### config.mk
export PLATFORM = sky130hd
export DESIGN_NAME = greis_frame_parser_top
export DESIGN_NICKNAME = d
export VERILOG_FILES = /design/src/rtl/gfp_pkg.sv /design/src/rtl/greis_frame_parser_top.sv /design/src/rtl/gfp_frame_fsm.sv /design/src/rtl/gfp_field_store.sv
export SDC_FILE = /design/constraint.sdc
export NUM_CORES = 1
export LEC_CHECK = 0
export BUFFER_PORTS_ARGS = -buffer_cell sky130_fd_sc_hd__buf_2
export CORE_UTILIZATION = 58
export CTS_BUF_LIST = sky130_fd_sc_hd__clkbuf_16
export CTS_CLUSTER_SIZE = 14
export DETAILED_ROUTE_END_ITERATION = 10
export GPL_TIMING_DRIVEN = 0
export PLACE_DENSITY = 0.8
export RECOVER_POWER = 25
export SYNTH_ARGS = -nofsm -noshare
export SYNTH_HDL_FRONTEND = slang
export SYNTH_SLANG_ARGS = --single-unit
### constraint.sdc
create_clock -name clk -period 25.4 [get_ports clk]
set_clock_uncertainty 0.15 [all_clocks]
set_input_delay 7.62 -clock clk [delete_from_list [all_inputs] [get_ports clk]]
set_output_delay 7.62 -clock clk [all_outputs]
set_load 0.01 [all_outputs]
### src/rtl/gfp_pkg.sv
// Shared types and constants for the frame parser.
// Used by gfp_frame_fsm, gfp_field_store and greis_frame_parser_top.
package gfp_pkg;

  localparam int LenW        = 12;  // body length field and byte counter
  localparam int DecodeBytes = 37;  // body bytes that any decoded field reaches
  localparam int CfgIdxW     = 1;

  localparam logic [7:0] CharLf    = 8'h0A;
  localparam logic [7:0] CharCr    = 8'h0D;
  localparam logic [7:0] IdCharLow = 8'h30;
  localparam logic [7:0] IdCharHigh = 8'h7E;

  localparam logic [LenW-1:0] MaxLenReset = 12'd256;

  typedef enum logic [CfgIdxW-1:0] {
    REG_MAX_FRAME_LENGTH = 1'b0,
    REG_DROP_NEWLINE     = 1'b1
  } cfg_reg_t;

  typedef enum logic [1:0] {
    PH_SYNC   = 2'd0,
    PH_LENGTH = 2'd1,
    PH_BODY   = 2'd2
  } phase_t;

  typedef enum logic [2:0] {
    ST_DECODED     = 3'd0,
    ST_UNKNOWN_ID  = 3'd1,
    ST_SHORT_BODY  = 3'd2,
    ST_BAD_SUM     = 3'd3,
    ST_BAD_LENGTH  = 3'd4
  } status_t;

  typedef enum logic [2:0] {
    KIND_RX_TIME  = 3'd0,
    KIND_SOL_TIME = 3'd1,
    KIND_POSITION = 3'd2,
    KIND_VELOCITY = 3'd3,
    KIND_RMS      = 3'd4,
    KIND_OTHER    = 3'd5
  } kind_t;

  // Per-byte outcome of the frame state machine.
  typedef struct packed {
    logic            emit;
    status_t         status;      // decoded, bad checksum or bad length only
    logic            store_en;
    logic [LenW-1:0] store_idx;
    logic [7:0]      data;
    logic [LenW-1:0] frame_length;
    logic [7:0]      id_first;
    logic [7:0]      id_second;
  } fsm_event_t;

  typedef struct packed {
    status_t     status;
    kind_t       kind;
    logic [7:0]  id_first;
    logic [7:0]  id_second;
    logic [31:0] time_ms;
    logic [7:0]  solution_kind;
    logic [63:0] word_a;
    logic [63:0] word_b;
    logic [63:0] word_c;
    logic [31:0] word_d;
  } result_t;

endpackage

### src/rtl/greis_frame_parser_top.sv
// A byte accepted into the input register is processed from there, and any result it
// causes is loaded into the result register when the output side can advance.
// Throughput: one byte per cycle; the input register and the result register are
// both loaded in the same cycle, so a waiting result stalls input only when it is not taken.
// Reset (rst, synchronous): parser in ID search, checksum and counters cleared,
// max_frame_length 256, drop_newline_in_body 1; the body byte store is not cleared.
module greis_frame_parser_top (
  input  logic                          clk,
  input  logic                          rst,
  input  logic                          in_valid,
  output logic                          in_ready,
  input  logic [7:0]                    rx_byte,
  output logic                          out_valid,
  input  logic                          out_ready,
  output logic [2:0]                    status,
  output logic [2:0]                    kind,
  output logic [7:0]                    id_first,
  output logic [7:0]                    id_second,
  output logic [31:0]                   time_ms,
  output logic [7:0]                    solution_kind,
  output logic [63:0]                   word_a,
  output logic [63:0]                   word_b,
  output logic [63:0]                   word_c,
  output logic [31:0]                   word_d,
  input  logic                          cfg_valid,
  output logic                          cfg_ready,
  input  logic [gfp_pkg::CfgIdxW-1:0]   cfg_index,
  input  logic [gfp_pkg::LenW-1:0]      cfg_data
);

  logic                     byte_valid;
  logic [7:0]               byte_hold;
  logic                     advance;
  logic [gfp_pkg::LenW-1:0] max_frame_length;
  logic                     drop_newline;
  gfp_pkg::fsm_event_t      ev;
  gfp_pkg::result_t         res;
  gfp_pkg::result_t         res_hold;

  assign cfg_ready = 1'b1;
  assign advance   = !out_valid || out_ready;
  assign in_ready  = !byte_valid || advance;

  always_ff @(posedge clk) begin
    if (rst) begin
      max_frame_length <= gfp_pkg::MaxLenReset;
      drop_newline     <= 1'b1;
    end else if (cfg_valid && cfg_ready) begin
      case (gfp_pkg::cfg_reg_t'(cfg_index))
        gfp_pkg::REG_MAX_FRAME_LENGTH: max_frame_length <= cfg_data;
        gfp_pkg::REG_DROP_NEWLINE:     drop_newline     <= cfg_data[0];
        default:                       drop_newline     <= drop_newline;
      endcase
    end
  end

  // input register
  always_ff @(posedge clk) begin
    if (rst) begin
      byte_valid <= 1'b0;
    end else if (in_ready) begin
      byte_valid <= in_valid;
    end
  end

  always_ff @(posedge clk) begin
    if (in_valid && in_ready) begin
      byte_hold <= rx_byte;
    end
  end

  gfp_frame_fsm u_fsm (
    .clk     (clk),
    .rst     (rst),
    .proc    (byte_valid && advance),
    .rx      (byte_hold),
    .max_len (max_frame_length),
    .drop_nl (drop_newline),
    .ev      (ev)
  );

  gfp_field_store u_store (
    .clk (clk),
    .ev  (ev),
    .res (res)
  );

  // result register
  always_ff @(posedge clk) begin
    if (rst) begin
      out_valid <= 1'b0;
    end else if (advance) begin
      out_valid <= ev.emit;
    end
  end

  always_ff @(posedge clk) begin
    if (ev.emit) begin
      res_hold <= res;
    end
  end

  assign status        = res_hold.status;
  assign kind          = res_hold.kind;
  assign id_first      = res_hold.id_first;
  assign id_second     = res_hold.id_second;
  assign time_ms       = res_hold.time_ms;
  assign solution_kind = res_hold.solution_kind;
  assign word_a        = res_hold.word_a;
  assign word_b        = res_hold.word_b;
  assign word_c        = res_hold.word_c;
  assign word_d        = res_hold.word_d;

endmodule

### src/rtl/gfp_frame_fsm.sv
// Frame state machine: ID search, hex length, body count and running checksum.
// Depends on gfp_pkg.
module gfp_frame_fsm (
  input  logic                     clk,
  input  logic                     rst,
  input  logic                     proc,
  input  logic [7:0]               rx,
  input  logic [gfp_pkg::LenW-1:0] max_len,
  input  logic                     drop_nl,
  output gfp_pkg::fsm_event_t      ev
);

  gfp_pkg::phase_t           phase, phase_next;
  logic                      have_first, have_first_next;
  logic [7:0]                first_char, first_char_next;
  logic [7:0]                second_char, second_char_next;
  logic [1:0]                hex_digits, hex_digits_next;
  logic [gfp_pkg::LenW-1:0]  frame_length, frame_length_next;
  logic [gfp_pkg::LenW-1:0]  bytes_seen, bytes_seen_next;
  logic [7:0]                running_sum, running_sum_next;

  logic                      newline;
  logic                      id_char;
  logic                      hex_ok;
  logic [3:0]                hex_val;
  logic [7:0]                sum_rot;
  logic [gfp_pkg::LenW-1:0]  bytes_inc;
  logic [gfp_pkg::LenW-1:0]  len_shift;

  function automatic logic [7:0] rotl2(input logic [7:0] v);
    rotl2 = {v[5:0], v[7:6]};
  endfunction

  always_comb begin
    hex_ok  = 1'b1;
    hex_val = 4'd0;
    if (rx >= 8'h30 && rx <= 8'h39) begin
      hex_val = rx[3:0];
    end else if ((rx >= 8'h41 && rx <= 8'h46) || (rx >= 8'h61 && rx <= 8'h66)) begin
      hex_val = rx[3:0] + 4'd9;
    end else begin
      hex_ok = 1'b0;
    end
  end

  assign newline   = (rx == gfp_pkg::CharLf) || (rx == gfp_pkg::CharCr);
  assign id_char   = (rx >= gfp_pkg::IdCharLow) && (rx <= gfp_pkg::IdCharHigh);
  assign sum_rot   = rotl2(running_sum);
  assign bytes_inc = bytes_seen + 1'b1;
  assign len_shift = {frame_length[gfp_pkg::LenW-5:0], hex_val};

  always_comb begin
    phase_next        = phase;
    have_first_next   = have_first;
    first_char_next   = first_char;
    second_char_next  = second_char;
    hex_digits_next   = hex_digits;
    frame_length_next = frame_length;
    bytes_seen_next   = bytes_seen;
    running_sum_next  = running_sum;

    ev              = '0;
    ev.status       = gfp_pkg::ST_DECODED;
    ev.data         = rx;
    ev.store_idx    = bytes_seen;
    ev.frame_length = frame_length;
    ev.id_first     = first_char;
    ev.id_second    = second_char;

    if (proc) begin
      case (phase)
        gfp_pkg::PH_BODY: begin
          if (!(newline && drop_nl)) begin
            ev.store_en     = 1'b1;
            bytes_seen_next = bytes_inc;
            if (bytes_inc == frame_length) begin
              // last body byte is the checksum
              ev.emit         = 1'b1;
              ev.status       = (sum_rot == rx) ? gfp_pkg::ST_DECODED : gfp_pkg::ST_BAD_SUM;
              phase_next      = gfp_pkg::PH_SYNC;
              have_first_next = 1'b0;
            end else begin
              running_sum_next = sum_rot ^ rx;
            end
          end
        end
        gfp_pkg::PH_LENGTH: begin
          if (!newline) begin
            if (!hex_ok) begin
              phase_next      = gfp_pkg::PH_SYNC;
              have_first_next = 1'b0;
            end else begin
              frame_length_next = len_shift;
              running_sum_next  = sum_rot ^ rx;
              hex_digits_next   = hex_digits + 2'd1;
              if (hex_digits == 2'd2) begin
                hex_digits_next = 2'd0;
                bytes_seen_next = '0;
                if (len_shift != '0 && len_shift <= max_len) begin
                  phase_next = gfp_pkg::PH_BODY;
                end else begin
                  phase_next      = gfp_pkg::PH_SYNC;
                  have_first_next = 1'b0;
                  ev.emit         = 1'b1;
                  ev.status       = gfp_pkg::ST_BAD_LENGTH;
                end
              end
            end
          end
        end
        default: begin
          if (!newline) begin
            phase_next = gfp_pkg::PH_SYNC;
            if (id_char) begin
              if (!have_first) begin
                first_char_next = rx;
                have_first_next = 1'b1;
              end else begin
                second_char_next  = rx;
                have_first_next   = 1'b0;
                hex_digits_next   = 2'd0;
                frame_length_next = '0;
                running_sum_next  = rotl2(first_char) ^ rx;
                phase_next        = gfp_pkg::PH_LENGTH;
              end
            end else begin
              have_first_next = 1'b0;
            end
          end
        end
      endcase
    end
  end

  always_ff @(posedge clk) begin
    if (rst) begin
      phase        <= gfp_pkg::PH_SYNC;
      have_first   <= 1'b0;
      first_char   <= '0;
      second_char  <= '0;
      hex_digits   <= '0;
      frame_length <= '0;
      bytes_seen   <= '0;
      running_sum  <= '0;
    end else begin
      phase        <= phase_next;
      have_first   <= have_first_next;
      first_char   <= first_char_next;
      second_char  <= second_char_next;
      hex_digits   <= hex_digits_next;
      frame_length <= frame_length_next;
      bytes_seen   <= bytes_seen_next;
      running_sum  <= running_sum_next;
    end
  end

  // A body always has a nonzero length and the count never reaches it
  a_body_count: assert property (@(posedge clk) disable iff (rst)
    phase == gfp_pkg::PH_BODY |-> frame_length != '0 && bytes_seen < frame_length)
    else $error("body counter out of range");

  a_emit_resync: assert property (@(posedge clk) disable iff (rst)
    ev.emit |=> phase == gfp_pkg::PH_SYNC && !have_first)
    else $error("parser did not resync after a result");

  a_digits: assert property (@(posedge clk) disable iff (rst)
    hex_digits != 2'd3 && (phase != gfp_pkg::PH_SYNC || hex_digits == 2'd0 ||
    hex_digits == 2'd1 || hex_digits == 2'd2))
    else $error("hex digit count overflow");

  a_length_no_first: assert property (@(posedge clk) disable iff (rst)
    phase == gfp_pkg::PH_LENGTH |-> !have_first)
    else $error("first ID byte held during length");

endmodule

### src/rtl/gfp_field_store.sv
// Keeps the leading body bytes of the current frame and decodes the result fields.
// Depends on gfp_pkg.
module gfp_field_store (
  input  logic                clk,
  input  gfp_pkg::fsm_event_t ev,
  output gfp_pkg::result_t    res
);

  logic [7:0]       fb [gfp_pkg::DecodeBytes];
  gfp_pkg::kind_t   kind;
  logic [gfp_pkg::LenW-1:0] need;
  gfp_pkg::status_t status;

  always_ff @(posedge clk) begin
    for (int i = 0; i < gfp_pkg::DecodeBytes; i++) begin
      if (ev.store_en && ev.store_idx == gfp_pkg::LenW'(i)) begin
        fb[i] <= ev.data;
      end
    end
  end

  always_comb begin
    if (ev.id_first == 8'h7E && ev.id_second == 8'h7E) begin
      kind = gfp_pkg::KIND_RX_TIME;
    end else if (ev.id_first == "S" && ev.id_second == "T") begin
      kind = gfp_pkg::KIND_SOL_TIME;
    end else if (ev.id_first == "m" && ev.id_second == "p") begin
      kind = gfp_pkg::KIND_POSITION;
    end else if (ev.id_first == "V" && ev.id_second == "E") begin
      kind = gfp_pkg::KIND_VELOCITY;
    end else if (ev.id_first == "S" && ev.id_second == "G") begin
      kind = gfp_pkg::KIND_RMS;
    end else begin
      kind = gfp_pkg::KIND_OTHER;
    end
  end

  always_comb begin
    case (kind)
      gfp_pkg::KIND_RX_TIME:  need = 12'd5;
      gfp_pkg::KIND_SOL_TIME: need = 12'd6;
      gfp_pkg::KIND_POSITION: need = 12'd45;
      default:                need = 12'd18;
    endcase
  end

  always_comb begin
    status = ev.status;
    if (ev.status == gfp_pkg::ST_DECODED) begin
      if (kind == gfp_pkg::KIND_OTHER) begin
        status = gfp_pkg::ST_UNKNOWN_ID;
      end else if (ev.frame_length < need) begin
        status = gfp_pkg::ST_SHORT_BODY;
      end
    end
  end

  // Fields are little-endian; anything the ID does not use stays zero
  always_comb begin
    res           = '0;
    res.status    = status;
    res.kind      = kind;
    res.id_first  = ev.id_first;
    res.id_second = ev.id_second;
    if (status == gfp_pkg::ST_DECODED) begin
      case (kind)
        gfp_pkg::KIND_RX_TIME: begin
          res.time_ms = {fb[3], fb[2], fb[1], fb[0]};
        end
        gfp_pkg::KIND_SOL_TIME: begin
          res.time_ms       = {fb[3], fb[2], fb[1], fb[0]};
          res.solution_kind = fb[4];
        end
        gfp_pkg::KIND_POSITION: begin
          for (int k = 0; k < 8; k++) begin
            res.word_a[8*k +: 8] = fb[k];
            res.word_b[8*k +: 8] = fb[8 + k];
            res.word_c[8*k +: 8] = fb[16 + k];
          end
          res.word_d        = {fb[35], fb[34], fb[33], fb[32]};
          res.solution_kind = fb[36];
        end
        gfp_pkg::KIND_VELOCITY, gfp_pkg::KIND_RMS: begin
          res.word_a        = {32'd0, fb[3], fb[2], fb[1], fb[0]};
          res.word_b        = {32'd0, fb[7], fb[6], fb[5], fb[4]};
          res.word_c        = {32'd0, fb[11], fb[10], fb[9], fb[8]};
          res.word_d        = {fb[15], fb[14], fb[13], fb[12]};
          res.solution_kind = fb[16];
        end
        default: begin
          res.time_ms = '0;
        end
      endcase
    end
  end

endmodule
# ---- Word-level counts from Yosys, hierarchy flattened
# Memories as Yosys holds them, arrays and structs flattened.
# Cells that the tools add are included.
dict set report op_classes {
  n_addsub 3
  n_mul 0
  n_div 0
  order_cmp 9
  n_eq_ne 66
  n_shift 0
  n_mux 253
  bitwise 7
  reduce_logical 115
}
# cell count
set ops {}
lappend ops {{$pmux 224 s2} 1}
lappend ops {{$mux 8} 43}
lappend ops {{$reduce_or 8->1} 36}
lappend ops {{$mux 6} 36}
lappend ops {{$eq 12x5->1 const B} 16}
lappend ops {{$mux 1} 124}
lappend ops {{$mux 12} 9}
lappend ops {{$eq 12x4->1 const B} 8}
lappend ops {{$eq 8x7->1 const B} 9}
lappend ops {{$eq 12x6->1 const B} 5}
lappend ops {{$logic_and 1x1->1} 50}
lappend ops {{$eq 12x3->1 const B} 4}
lappend ops {{$pmux 12 s2} 2}
lappend ops {{$mux 2} 15}
lappend ops {{$mux 4} 7}
lappend ops {{$eq 12x2->1 const B} 2}
lappend ops {{$le 8x7->1 const B} 3}
lappend ops {{$pmux 8 s3} 1}
lappend ops {{$mux 3} 7}
lappend ops {{$pmux 6 s3} 1}
lappend ops {{$reduce_and 6->1} 3}
lappend ops {{$eq 8x4->1 const B} 2}
lappend ops {{$ge 8x7->1 const B} 2}
lappend ops {{$pmux 8 s2} 1}
lappend ops {{36 further kinds} 66}
dict set report word_totals {
  regBits 362
  latchBits 0
  mem_bits_rw 296
  rom_bits 0
  input_bits 26
  out_inout_bits 289
  elab_cells 477
  memories 1
}
# name depth width rd rd_clocked_by_memory_dff wr line_no
set mem_list {}
lappend mem_list {u_store.fb 37 8 29 0 1 gfp_field_store.sv:9} ;# logic [7:0] fb [gfp_pkg::DecodeBytes];

# ---- Depth between registers and ports, before layout
# Gate-level depths: netlist (run 1).
dict set report logic_depth {
  ltp_word 53
  ltp_mapped 19
  mapped_depth_nobuf 14
}

# ---- Hierarchy
# A second synthesis (run 1) with hierarchy kept.
dict set report hier_totals {
  hier_cells 1592
  hier_area_um2 23445.0
}
# module instances cells_each area_per_inst_um2 seq_area_each_um2
set by_module_without_submodules {}
lappend by_module_without_submodules {gfp_field_store 1 801 10348.7 6966.7}
lappend by_module_without_submodules {greis_frame_parser_top 1 363 9517.9 9128.8}
lappend by_module_without_submodules {gfp_frame_fsm 1 428 3578.4 1061.0}

# ---- Worst setup path before layout (run 1)
# No wires, ideal clock.
dict set report synth_path {
  path_type {input to register}
  startpoint {input out_ready}
  endpoint {register res_hold (netlist bit id_first[0]), enable pin}
  setup_ns 0.996
  t_arrival_ns 21.313
  required_time_ns 24.254
  slack_ns 2.941
  path_stages 4
  path_buffers 0
  cell_sequence {nor2b_1 nor3b_1 nand3_1 o21bai_1}
}
# item line_no
set synth_rtl {}
lappend synth_rtl {{from (decl)} greis_frame_parser_top.sv:14} ;# input logic out_ready,
lappend synth_rtl {{to (signal assigned)} greis_frame_parser_top.sv:99} ;# res_hold <= res;
lappend synth_rtl {{to (decl)} greis_frame_parser_top.sv:38} ;# gfp_pkg::result_t res_hold;

# ---- Final worst setup path (run 1)
dict set report layout_path {
  startpoint {input out_ready}
  endpoint {output in_ready}
}
dict set report layout_between {
  elab_chain_cells 2
}
# item line_no
set layout_lines {}
lappend layout_lines {{$logic_or 1x1->1} greis_frame_parser_top.sv:41} ;# assign advance = !out_valid || out_ready;
lappend layout_lines {{$logic_or 1x1->1} greis_frame_parser_top.sv:42} ;# assign in_ready = !byte_valid || advance;
lappend layout_lines {{to (decl)} greis_frame_parser_top.sv:11} ;# output logic in_ready,
# Every way passes these cells.

==> results of run 1 <==
[state kept, by name, indices dropped and copies added (netlist names)]
signal,flops
u_fsm.phase,2
kind,3
u_fsm.bytes_seen,12
u_store.fb,232
id_first,8
word_c,64
word_a,64
drop_newline,1
u_fsm.second_char,8
status,3
u_fsm.frame_length,12
time_ms,32
u_fsm.have_first,1
byte_hold,8
id_second,8
word_d,32
u_fsm.first_char,8
byte_valid,1
solution_kind,8
u_fsm.running_sum,8
max_frame_length,12
u_fsm.hex_digits,2
out_valid,1
word_b,64
[synthesized netlist by cell type (13+ instances only)]
master,n,area [um^2]
clkbuf_1,81,304
dfxtp_1,68,1360
nand3_1,143,716
xor2_1,18,158
a21oi_1,140,701
nor2b_1,19,119
and3_1,144,901
a22oi_1,13,97.6
buf_2,16,80.1
nand2_1,143,537
buf_6,16,180
edfxtp_1,526,15800
nor2_1,69,259
mux2i_1,20,200
o21ai_0,25,125
nand2b_1,14,87.6
ha_1,27,338
inv_1,25,93.8
nor2_4,40,450
[power breakdown]
group / internal [mW] / switching [mW]
sequential: 1.06 / 0.00674
clock: 0.443 / 0.352
combinational: 0.00942 / 0.0246
[routing by layer]
layer  GRT usage  wire, um  vias to the layer above
met5           0         0                        -
met4       0.123      2390                        0
met3      0.0458      4670                      143
met2       0.471     29600                      799
met1       0.380     24100                     7784
li1            -         -                     7170
[tightest hold or removal path, cell delays in order (launching register included)]
cell and delay, ps:
dfxtp_1 300, nand2_1 50, a21oi_1 50
[cell type report]
cell class                      count  area (um^2)  share of cell area
Buffer                            122          672              0.0240
Multi-Input combinational cell    966         5950               0.212
Clock inverter                     46          298              0.0106
Inverter                           26         97.6             0.00348
Timing Repair Buffer              334         1730              0.0617
Antenna cell                        1         2.50           0.0000893
Tap cell                          525          657              0.0234
Sequential cell                   594        17200               0.612
Clock buffer                       58         1450              0.0518
[kinds of logic (layout without fill, tap and decap cells)]
logic type / Yosys count / count (layout) / synth area share
muxes: 21 / 21 / 0.00886
adders and majority gates: 27 / 27 / 0.0141
buffers and inverters: 148 / 586 / 0.0322
xor gates and xnor gates: 29 / 29 / 0.0106
DFF: 594 / 594 / 0.719
AOI/OAI and AO/OA: 240 / 240 / 0.0626
other: 1 / 2 / 0.000157
and+or+nand+nor: 648 / 648 / 0.153
[metrics by stage]
step / std cells / setup WS [ps]
CTS: 2670 / 9310
finish: 2672 / 9330
floorplan: 1708 / 2940
global route: 2671 / 9250
detailed placement: 2566 / 9310
global placement: 2546 / -1950
[worst paths after layout]
kind / end
worst max-delay path: in_ready
worst min-delay path: max_frame_length[3]
worst max register to register: word_a[32]
worst min register to register: max_frame_length[3]
==> metrics.csv, run 1 <==
stage,metric,value,unit
worst_setup_path,path_common_cell,buf_2,
global_routing,antenna_found_initial,0,
cells_and_area,nNetsFinal,2154,
route,drc,0,
outcome,run_status,"complete, but fails checks",
worst_setup_path,crit_path_start_kind,primary input,
power,ir_worst_vdd,0.0542,mV
sta,finalHoldViolCount,0,
logic_synthesis,synth_cell_types,75,
sta,setup_tns,0,ps
worst_setup_path,r2r.worst_path.cells,17,
route,wire_per_inst,22.7,um
sta,hold_ws,310,ps
floorplan,io_pins,315,
logic_synthesis,synth_edf_count,526,
logic_synthesis,yosysSeqAreaShare,0.719,
worst_setup_path,rr_startpoint,u_fsm.first_char[6],
logic_synthesis,syn_nets,1761,
worst_setup_path,cp-end-kind,primary output,
place,dpl_cell_area,26600,um^2
clock_tree,cts_root_buffer,clkbuf_16,
global_routing,grt_pass1_wl,89300,um
worst_setup_path,cp_top_family,simple AND/OR/NAND/NOR gates,
cells_and_area,fillers,2758,
route,drt_iter0_drc,1394,
logic_synthesis,yosys_warnings,0,
worst_setup_path,crit_path_start,out_ready,
hold_path,whs_path_depth,2,
worst_setup_path,cp.depth,4,
worst_setup_path,crit_buf_inv,2,
worst_setup_path,crit_chain,buf_2 -> nor2b_1 -> nand2_1 -> buf_2,
place,io_buffers,313,
floorplan,dieArea,42000,um^2
route,viasPerCell,5.95,
place,gp_congestion,0.878,
worst_setup_path,required,17630,ps
cells_and_area,fin_util,0.697,
worst_setup_path,max_stage_delay,310,ps
hold_path,min-delay-start,max_frame_length[3],
floorplan,die_x,205,um
place,dp.final_hpwl,42000,um
logic_synthesis,synth_area,23900,um^2
floorplan,num_rows,73,
logic_synthesis,synth-async-reset-ratio,0,
clock_tree,cts_tree,built,
worst_setup_path,arrival,8300,ps
logic_synthesis,avgSynthCellArea,14.0,um^2
clock_tree,h-tree-depth,2,
floorplan,start_util,0.594,
floorplan,coreArea,40200,um^2
sta,slew_violations,11,
power,fin_total_pwr,1.90,mW
cells_and_area,syn2layout_area_growth,17.3,%
clock_tree,cts_resized,0,
clock_tree,cts_setup_buffers,0,
clock_tree,ctsHoldBuffers,0,
sta,max_freq,62.2,MHz
cells_and_area,final_cell_mix,"526 x edfxtp_1, 263 x buf_2, 159 x clkbuf_1",
hold_path,hold_path_class,reg2reg,
sta,min_period,16070,ps
clock_tree,worstSkewPairLatency,620,ps
logic_synthesis,ys_ff_latch,594,
flow_run,maxCapViolCount,1,
clock_tree,cts_buffers,57,
clock_tree,max-clock-path-buffers,3,
route,wl,60700,um
cells_and_area,drive_above_1_share,0.200,
outcome,violations,"capacitance limit, slew limit",
route,vias,15900,
global_routing,grt.total_usage,0.287,
route,ant_nets,0,
worst_setup_path,cp_slowest_cell,nor2b_1,
power,p_per_area,67.7,nW/um^2
sta,rsz0062_at_grt,false,
power,p_leak,10.7,nW
logic_synthesis,syn_inst,1708,
worst_setup_path,worstPathMaxFanout,5,
worst_setup_path,ff2ff_setup_slack,19020,ps
route,drtPass1Iterations,6,
sta,slew_headroom,-0.806,
logic_synthesis,ys.flop_type,edfxtp_1,
sta,fin_crit_sh,0.633,
worst_setup_path,worstSetupPathType,in2out,
cells_and_area,fin_area,28000,um^2
global_routing,grt_pass1_vias,15400,
cells_and_area,layout_commonest_cell,edfxtp_1,
global_routing,grt_max_degree,41,
clock_tree,clk_pin_slew,60,ps
global_routing,grt-ovfl-total,0,
floorplan,fp.dieH,205,um
sta,setup_viol,0,
clock_tree,cts.sinks,594,
sta,worst_pin_slew,2670,ps
No activity file was read; power rests on OpenSTA's default activity.
==> run 2, diff against run 1 <==
ABC_AREA = 1   (was not set)
CORE_UTILIZATION = 52   (was 58)
PLACE_DENSITY = 0.76   (was 0.8)
clock period = 13 ns   (was 25.4 ns; I/O delays follow)
==> metrics.csv, run 2 <==
stage,metric,value,unit
sta,worst_pin_slew,1480,ps
sta,slew_violations,0,
clock_tree,cts_resized,0,
logic_synthesis,yosysTopAreaCell,edfxtp_1,
logic_synthesis,synth_area,23400,um^2
sta,setup_viol,0,
worst_setup_path,r2r.worst_path.cells,21,
place,io_buffers,313,
floorplan,coreArea,44200,um^2
global_routing,antenna_found_initial,1,
cells_and_area,nNetsFinal,2376,
worst_setup_path,crit_path_start_kind,primary input,
cells_and_area,n_antenna_cell,0,
hold_path,worstHoldEndpoint,id_second[6],
route,drt_iter0_drc,1685,
logic_synthesis,synth_most_common_cell,edfxtp_1,
cells_and_area,regMostFlops,u_store.fb,
logic_synthesis,synth_cell_types,41,
worst_setup_path,max_stage_delay,160,ps
logic_synthesis,synth_edf_count,526,
worst_setup_path,ff2ff_setup_slack,6350,ps
sta,setup_tns,0,ps
cells_and_area,syn2layout_area_growth,19.0,%
sta,fin_crit_sh,0.653,
worst_setup_path,worstSetupPathType,in2out,
power,power_frac_comb,0.021,
hold_path,min-delay-start,u_fsm.second_char[6],
global_routing,grt_pass1_vias,14900,
power,power_frac_seq,0.532,
route,drc,0,
clock_tree,cts_setup_buffers,0,
sta,rsz0062_at_grt,false,
worst_setup_path,worst_r2r_endpoint,time_ms[0],
worst_setup_path,arrival,4430,ps
worst_setup_path,crit_buf_inv,2,
sta,slew_headroom,0.0143,
hold_path,hold_path_class,reg2reg,
power,ir_worst_vdd,0.0936,mV
clock_tree,cts_root_buffer,clkbuf_16,
clock_tree,max-clock-path-buffers,3,
clock_tree,cts_buffers,59,
clock_tree,cts.sinks,594,
power,clkPwrFrac,0.447,
worst_setup_path,worstPathMaxFanout,3,
worst_setup_path,crit_chain,buf_2 -> nor2_1 -> nand2_1 -> buf_2,
route,wl,56100,um
worst_setup_path,required,8950,ps
power,p_per_area,141,nW/um^2
global_routing,grt-ovfl-total,0,
cells_and_area,final_cell_mix,"526 x edfxtp_1, 408 x nand2_1, 301 x buf_2",
worst_setup_path,cp-end-kind,primary output,
floorplan,start_util,0.528,
logic_synthesis,synth-async-reset-ratio,0,
cells_and_area,fin_area,27800,um^2
global_routing,grt_max_degree,63,
worst_setup_path,rr_startpoint,byte_hold[1],
floorplan,dieArea,45800,um^2
global_routing,grt_pass1_wl,84400,um
outcome,run_status,finished clean,
logic_synthesis,yosys_warnings,0,
hold_path,whs_path_depth,0,
power,p_int,3.14,mW
route,drtPass1Iterations,6,
clock_tree,worstSkewPairLatency,600,ps
cells_and_area,drive_above_1_share,0.198,
logic_synthesis,synth_area_leaders,"edfxtp_1 68%, nand2_1 6.5%, dfxtp_1 5.8%",
place,gp_congestion,0.897,
worst_setup_path,cp_top_family,simple AND/OR/NAND/NOR gates,
worst_setup_path,path_common_cell,buf_2,
global_routing,grt.total_usage,0.243,
flow_run,maxCapViolCount,0,
route,viasPerCell,5.21,
place,dpl_cell_area,26100,um^2
logic_synthesis,ys_ff_latch,594,
sta,max_freq,118,MHz
logic_synthesis,avgSynthCellArea,12.1,um^2
route,ant_nets,0,
power,netSwitchingFraction,0.198,
logic_synthesis,syn_nets,1984,
logic_synthesis,netlist_top_cells_count,"526 x edfxtp_1, 406 x nand2_1, 245 x inv_1",
floorplan,num_rows,77,
sta,hold_ws,301,ps
place,preCtsSetupSlack,4520,ps
clock_tree,cts_tree,built,
clock_tree,h-tree-depth,2,
logic_synthesis,ys.flop_type,edfxtp_1,
power,p_leak,10.4,nW
logic_synthesis,yosysSeqAreaShare,0.735,
route,vias,15500,
sta,finalHoldViolCount,0,
floorplan,io_pins,315,
worst_setup_path,cp_slowest_cell,nor2_1,
clock_tree,clk_pin_slew,60,ps
route,wire_per_inst,18.9,um
logic_synthesis,syn_inst,1931,
power,netSwitchingPower,0.774,mW
floorplan,die_x,214,um
cells_and_area,largest_reg_flops,232,
cells_and_area,layout_commonest_cell,edfxtp_1,
place,dp.final_hpwl,40000,um
logic_synthesis,netlist.area_leader.share,0.676,
floorplan,fp.dieH,214,um
sta,worst_slack,4520,ps
sta,min_period,8480,ps
clock_tree,ctsHoldBuffers,0,
==> run 2: changes by cell type in the layout (fill, tap and decap cells not counted), moves of 40 or more <==
cell	before	now
clkbuf_1	159	87
nand3_1	143	48
a21oi_1	140	67
nor2_2	0	40
nor3_1	8	90
nand2_1	143	408
inv_1	37	254
nor2_1	69	182
and3_1	144	1
==> run 2: power groups by stage <==
stage | Clock (mW) | Sequential (mW) | Combinational, mW
floorplan | 0 | 2.12 | 0.0462
global placement | 0 | 2.14 | 0.0638
detailed placement | 0 | 2.12 | 0.0903
CTS | 1.77 | 2.08 | 0.0908
global route | 1.84 | 2.08 | 0.0923
finish | 1.75 | 2.08 | 0.0825
==> run 2: final cells by class <==
| class | count | area (um^2) |
|---|---|---|
| Buffer | 76 | 428 |
| Clock buffer | 59 | 1480 |
| Clock inverter | 50 | 531 |
| Fill cell | 3387 | 16400 |
| Inverter | 250 | 938 |
| Multi-Input combinational cell | 1011 | 4860 |
| Sequential cell | 594 | 17200 |
| Tap cell | 592 | 741 |
| Timing Repair Buffer | 331 | 1670 |
==> run 2: cell families after synthesis <==
kind of cell / Yosys count / synth area share
other cells: 1 / 0.000161
compound gates: 154 / 0.0372
fa+ha+maj: 27 / 0.0145
simple gates: 815 / 0.150
buf+inv: 326 / 0.0585
xor+xnor: 14 / 0.00525
flops: 594 / 0.735
==> run 2: per-layer routing <==
layer	GRT usage	part of all wire	vias up
met5	0	0	-
met4	0.0760	0.031	0
met3	0.0380	0.070	104
met2	0.415	0.49	638
met1	0.321	0.41	7415
li1	-	-	7293
==> run 2: worst max-delay path by stage <==
| stage | start | end | slack, ps | depth (start not counted) |
|---|---|---|---|---|
| final | out_ready | in_ready | 4520 | 4 |
| after global routing | out_ready | in_ready | 4490 | 4 |
| after CTS | out_ready | in_ready | 4510 | 4 |
| after detailed placement | out_ready | in_ready | 4520 | 4 |
| after global placement | out_ready | word_c[48] | -1270 | 9 |
| after floorplan | out_ready | id_first[0] | 1550 | 8 |
==> run 2: per-stage QoR <==
stage	power, mW	std cells	util
4_1_cts	3.94	2963	0.636
6_report	3.91	2963	0.629
2_1_floorplan	2.17	1931	-
3_5_place_dp	2.21	2854	0.590
5_1_grt	4.02	2963	0.629
3_3_place_gp	2.20	2836	0.580
